===== config.mk =====
export PLATFORM = sky130hd
export DESIGN_NAME = tmtw_ctrl
export DESIGN_NICKNAME = d
export VERILOG_FILES = /design/src/rtl/tmtw_pkg.sv /design/src/rtl/tmtw_ctrl.sv
export SDC_FILE = /design/constraint.sdc
export NUM_CORES = 1
export LEC_CHECK = 0
export ABC_CLOCK_PERIOD_IN_PS = 1980
export BUFFER_PORTS_ARGS = -buffer_cell sky130_fd_sc_hd__buf_2
export CAP_MARGIN = 20
export CORE_AREA = 2 2 39 41
export DETAILED_ROUTE_END_ITERATION = 7
export DIE_AREA = 0 0 41 43
export PLACE_DENSITY = 0.67
export SLEW_MARGIN = 25
export SYNTH_ARGS = -nofsm -noshare
export SYNTH_HDL_FRONTEND = slang
export SYNTH_SLANG_ARGS = --single-unit

===== constraint.sdc =====
create_clock -name clk -period 1.98 [get_ports clk]
set_input_delay 0.198 -clock clk [delete_from_list [all_inputs] [get_ports clk]]
set_output_delay 0.198 -clock clk [all_outputs]
set_load 0.05 [all_outputs]

===== src/rtl/tmtw_pkg.sv =====
`timescale 1ns / 1ps
`default_nettype none

package tmtw_pkg;

  // default screen geometry
  localparam int COLS_DEF = 80;
  localparam int ROWS_DEF = 25;

  localparam int CHAR_W    = 8;
  localparam int ATTR_W    = 8;
  localparam int COL_W     = 7;
  localparam int ROW_W     = 5;
  localparam int CELL_W    = CHAR_W + ATTR_W;
  localparam int CFG_IDX_W = 1;

  // request modes
  localparam logic [1:0] MODE_PUT   = 2'd0;
  localparam logic [1:0] MODE_BACK  = 2'd1;
  localparam logic [1:0] MODE_CLEAR = 2'd2;
  localparam logic [1:0] MODE_READ  = 2'd3;

  // character codes
  localparam logic [CHAR_W-1:0] CH_NUL   = 8'h00;
  localparam logic [CHAR_W-1:0] CH_BLANK = 8'h08;
  localparam logic [CHAR_W-1:0] CH_NL    = 8'h0A;
  localparam logic [CHAR_W-1:0] CH_CR    = 8'h0D;
  localparam logic [CHAR_W-1:0] CH_SPACE = 8'h20;
  localparam logic [CHAR_W-1:0] CH_ERR   = 8'h45;

  localparam logic [ATTR_W-1:0] ATTR_NONE = 8'h00;

  // configuration register indexes and reset values
  localparam logic [CFG_IDX_W-1:0] CFG_DEFAULT_ATTR = 1'b0;
  localparam logic [CFG_IDX_W-1:0] CFG_ERROR_ATTR   = 1'b1;
  localparam logic [ATTR_W-1:0]    DEFAULT_ATTR_RST = 8'd15;
  localparam logic [ATTR_W-1:0]    ERROR_ATTR_RST   = 8'd4;

  typedef struct packed {
    logic [1:0]        mode;
    logic [CHAR_W-1:0] char_code;
    logic              use_cursor;
    logic [COL_W-1:0]  col;
    logic [ROW_W-1:0]  row;
    logic [ATTR_W-1:0] attr;
  } in_item_t;

  typedef struct packed {
    logic [COL_W-1:0]  cursor_col;
    logic [ROW_W-1:0]  cursor_row;
    logic              coord_error;
    logic [CHAR_W-1:0] read_char;
    logic [ATTR_W-1:0] read_attr;
  } out_item_t;

  typedef enum logic [3:0] {
    ST_INIT,
    ST_IDLE,
    ST_EXEC,
    ST_CLR,
    ST_RDW,
    ST_SCR_RD,
    ST_SCR_WR,
    ST_FILL,
    ST_FIN
  } state_t;

  typedef struct packed {
    logic load_item;
    logic exec;
    logic rd_cap;
    logic clr_wr;
    logic scr_rd;
    logic scr_wr;
    logic fill_wr;
    logic finish;
  } ctrl_cmd_t;

  typedef struct packed {
    logic [1:0] mode;
    logic       scroll_needed;
    logic       cnt_last;
    logic       cnt_copy_last;
    logic       out_free;
  } dp_status_t;

endpackage

`default_nettype wire


===== src/rtl/tmtw_ctrl.sv =====
`timescale 1ns / 1ps
`default_nettype none

module tmtw_ctrl
  import tmtw_pkg::*;
(
  input  wire logic       clk,
  input  wire logic       rst_n,
  input  wire logic       in_valid,
  output logic            in_stall,
  input  wire dp_status_t status,
  output ctrl_cmd_t       cmd
);

  state_t state_r, state_nxt;

  always_ff @(posedge clk) begin
    if (!rst_n) begin
      state_r <= ST_INIT;
    end else begin
      state_r <= state_nxt;
    end
  end

  always_comb begin
    state_nxt = state_r;
    cmd       = '0;
    in_stall  = 1'b1;
    case (state_r)
      ST_INIT: begin
        cmd.clr_wr = 1'b1;
        if (status.cnt_last) begin
          state_nxt = ST_IDLE;
        end
      end
      ST_IDLE: begin
        in_stall = 1'b0;
        if (in_valid) begin
          cmd.load_item = 1'b1;
          state_nxt     = ST_EXEC;
        end
      end
      ST_EXEC: begin
        cmd.exec = 1'b1;
        case (status.mode)
          MODE_PUT:   state_nxt = status.scroll_needed ? ST_SCR_RD : ST_FIN;
          MODE_BACK:  state_nxt = ST_FIN;
          MODE_CLEAR: state_nxt = ST_CLR;
          MODE_READ:  state_nxt = ST_RDW;
          default:    state_nxt = ST_FIN;
        endcase
      end
      ST_CLR: begin
        cmd.clr_wr = 1'b1;
        if (status.cnt_last) begin
          state_nxt = ST_FIN;
        end
      end
      ST_RDW: begin
        cmd.rd_cap = 1'b1;
        state_nxt  = ST_FIN;
      end
      ST_SCR_RD: begin
        cmd.scr_rd = 1'b1;
        state_nxt  = ST_SCR_WR;
      end
      ST_SCR_WR: begin
        cmd.scr_wr = 1'b1;
        state_nxt  = status.cnt_copy_last ? ST_FILL : ST_SCR_RD;
      end
      ST_FILL: begin
        cmd.fill_wr = 1'b1;
        if (status.cnt_last) begin
          state_nxt = ST_FIN;
        end
      end
      ST_FIN: begin
        if (status.out_free) begin
          cmd.finish = 1'b1;
          state_nxt  = ST_IDLE;
        end
      end
      default: begin
        state_nxt = ST_IDLE;
      end
    endcase
  end

endmodule

`default_nettype wire


==> impl_metrics.py <==
metrics = {
    "status": {
        "status": "complete, no violations",
    },
    "synth": {
        "ys_warn_count": 0,
        "seq_area_frac_synth": 0.183,
        "syn_area_um2": 437,
        "synth_top_family_by_area": "simple AND/OR/NAND/NOR gates",
        "yosys.area.top_type": "dfxtp_1",
        "muxShareOfSynthArea": 0,
        "yosys_most_used_dff": "dfxtp_1",
        "avgSynthCellArea_um2": 7.16,
        "netlist.area_leader.share": 0.183,
        "synth_compound_area_frac": 0.275,
        "synth-seq-cells": 4,
        "synth_edf_count": 0,
        "yosysMostFrequentCell": "nor2_1",
        "synthTopCellsByArea": "dfxtp_1, nor2_1, nand2b_1, o21ai_0, buf_6",
        "async_reset_ff_frac": 0,
        "yosys.area_share.adder": 0,
        "synth_xor_area_frac": 0.0201,
        "syn_inst": 61,
        "ys_types": 30,
        "synthSimpleGateAreaFrac": 0.424,
        "synthesis.nets": 70,
        "yosys-top-cells-count": "nor2_1, nand2_1, nand2b_1, o21ai_0, dfxtp_1",
    },
    "routing": {
        "routed_wl_um": 1040,
        "vias": 464,
        "dr.first_iter.drc_count": 14,
        "routedWlPerCell_um": 11.2,
        "drcViolationCount": 0,
        "drtPass1Iterations": 4,
        "drtAntennaViolNets": 0,
        "via_per_inst": 4.99,
    },
    "power_and_ir_drop": {
        "power_uw": 710,
        "irDropWorstVdd_v": 0.000379,
        "powerDensity_nw_per_um2": 1330,
        "power.leakage_nw": 0.258,
    },
    "floorplan": {
        "start_util": 0.316,
        "dieArea_um2": 1760,
        "io_pins": 18,
        "rows": 14,
        "coreArea_um2": 1380,
        "fp.dieH_um": 43,
        "die_w_um": 41,
    },
    "placement": {
        "placed_area_um2": 512,
        "place.gp.congestion": 0.801,
        "io_buffers": 17,
        "dp_hpwl_um": 834,
    },
    "timing": {
        "slew_viol_final": 0,
        "fin_crit_ns": 1.68,
        "setup_viol": 0,
        "hold_viol_final": 0,
        "tightest_slew_ns": 0.433,
        "max_freq_ghz": 0.596,
        "finalCritPeriodShare": 0.848,
        "relSlewSlack": 0.711,
        "tns_ns": 0,
        "rsz0062_at_grt": "false",
        "fin_skew_ns": 0.00432,
    },
    "global_routing": {
        "grt_pass1_vias": 387,
        "grtUsageMet2": 0.188,
        "grt_pass1_wl_um": 1610,
        "gr-total-overflow": 0,
        "track_usage": 0.132,
        "met3_usage": 0.0628,
        "grt_util_met1": 0.182,
        "grt_start_max_net_pins": 16,
        "top_usage_layer": "met2",
        "antenna_found_initial": 0,
    },
    "layout": {
        "final_area_um2": 534,
        "max_flop_register": "state_r",
        "n_antenna_cell": 0,
        "drive_gt1_frac": 0.325,
        "syn_to_final_growth_pct": 22.3,
        "largestRegisters": "state_r (4)",
        "largest_reg_flops": 4,
        "finish.utilization": 0.386,
        "nets": 88,
        "fill_cells": 157,
    },
    "clock_network": {
        "hold_buffers": 0,
        "cts.clk_slew.worst_paths_ns": 0.03,
        "htree_levels": 1,
        "cts_sinks": 4,
        "cts_tree": "yes",
        "postCtsSetupRepairBufs": 0,
        "cts_root_buf": "clkbuf_4",
        "ctsResizeCount": 0,
        "cts_buffer_depth": 2,
        "clk_latency_ns": 0.24,
        "numCtsBuffers": 3,
    },
    "setup_path": {
        "cp_data_arrival_time_ns": 1.48,
        "worstPathMaxFanout": 12,
        "crit_type": "flop to primary output",
        "worstSetupEndpointType": "primary output",
        "critPathLaunchType": "flop",
        "critical_path_required_ns": 1.78,
        "ff2ff_path_depth": 4,
    },
    "worst_hold_path": {
        "hold_path_class": "primary input to flop",
        "worstHoldPathCells": 3,
    },
    "job": {
        "maxCapViolations": 0,
    },
}
## worst max-delay path, stage by stage (launching register included)
cell and delay (ns):
dfxtp_1 0.53, nand2b_1 0.14, nor2_1 0.18, and2_1 0.15, buf_2 0.25
## logic make-up after synthesis
| logic type | count (synthesis) |
|---|---|
| AND/OR/NAND/NOR | 34 |
| flip-flops | 4 |
| XOR/XNOR | 1 |
| buffers and inverters | 6 |
| AO/OA/AOI/OAI | 16 |
## layer usage
metal  part of all wire  vias up
met3              0.065        0
li1                   -      251
met1               0.46      202
met5                  0        -
met4                  0        0
met2               0.48       11
## stage by stage
stage                     worst slack, ns  std cells  hold slack, ns
after floorplan                     0.144         61           0.332
after CTS                           0.289         93           0.238
after global placement              0.417         90           0.475
after global routing                0.152         93           0.259
after detailed placement            0.398         90           0.486
final                               0.301         93           0.248
## cell usage in the layout, fill, tap and decap left out
| cell | Yosys | routed |
|---|---|---|
| nor3_1 | 2 | 1 |
| or2b_1 | 1 | 1 |
| clkbuf_4 | 1 | 3 |
| a2bb2oi_1 | 1 | 1 |
| a31oi_2 | 1 | 1 |
| xor2_1 | 1 | 1 |
| buf_2 | 1 | 17 |
| or4b_1 | 1 | 1 |
| a211oi_2 | 1 | 1 |
| o21ai_0 | 5 | 5 |
| and2b_1 | 1 | 1 |
| nand3b_1 | 1 | 1 |
| or4_1 | 1 | 1 |
| nand2_1 | 6 | 6 |
| and3_1 | 2 | 2 |
| a22oi_1 | 1 | 1 |
| nor2b_2 | 1 | 1 |
| o22ai_1 | 1 | 1 |
| o221ai_1 | 1 | 1 |
| a221oi_2 | 1 | 1 |
| nor2_1 | 10 | 10 |
| nor3b_1 | 1 | 1 |
| dfxtp_1 | 4 | 4 |
| and2_1 | 1 | 1 |
| nor3_2 | 0 | 1 |
| and4_1 | 1 | 1 |
| a21oi_1 | 3 | 3 |
| nand2b_1 | 5 | 5 |
| inv_1 | 2 | 2 |
| a31o_1 | 1 | 1 |
## layout make-up
cell class                 count  area [um2]  share of cell area
multi-input combinational     51         319               0.597
timing repair buffer          17        85.1               0.159
sequential                     4        80.1               0.150
clock buffer                   3        22.5              0.0422
tap                           16        20.0              0.0375
inverter                       2        7.51              0.0141
## where the power goes
| group | internal [mW] | total, mW | switching, mW |
|---|---|---|---|
| logic | 0.142 | 0.444 | 0.302 |
| clock network | 0.0677 | 0.100 | 0.0326 |
| registers | 0.102 | 0.166 | 0.0634 |
## final timing paths
check / start / end / slack (ns)
max reg2reg: state_r[0]$_SDFFE_PN0P_ / state_r[2]$_SDFFE_PN0P_ / 0.41
min reg2reg: state_r[0]$_SDFFE_PN0P_ / state_r[0]$_SDFFE_PN0P_ / 0.71
max: state_r[1]$_SDFFE_PN0P_ / cmd[2] / 0.30
min: rst_n / state_r[0]$_SDFFE_PN0P_ / 0.25
(Power assumes the default switching activity.)
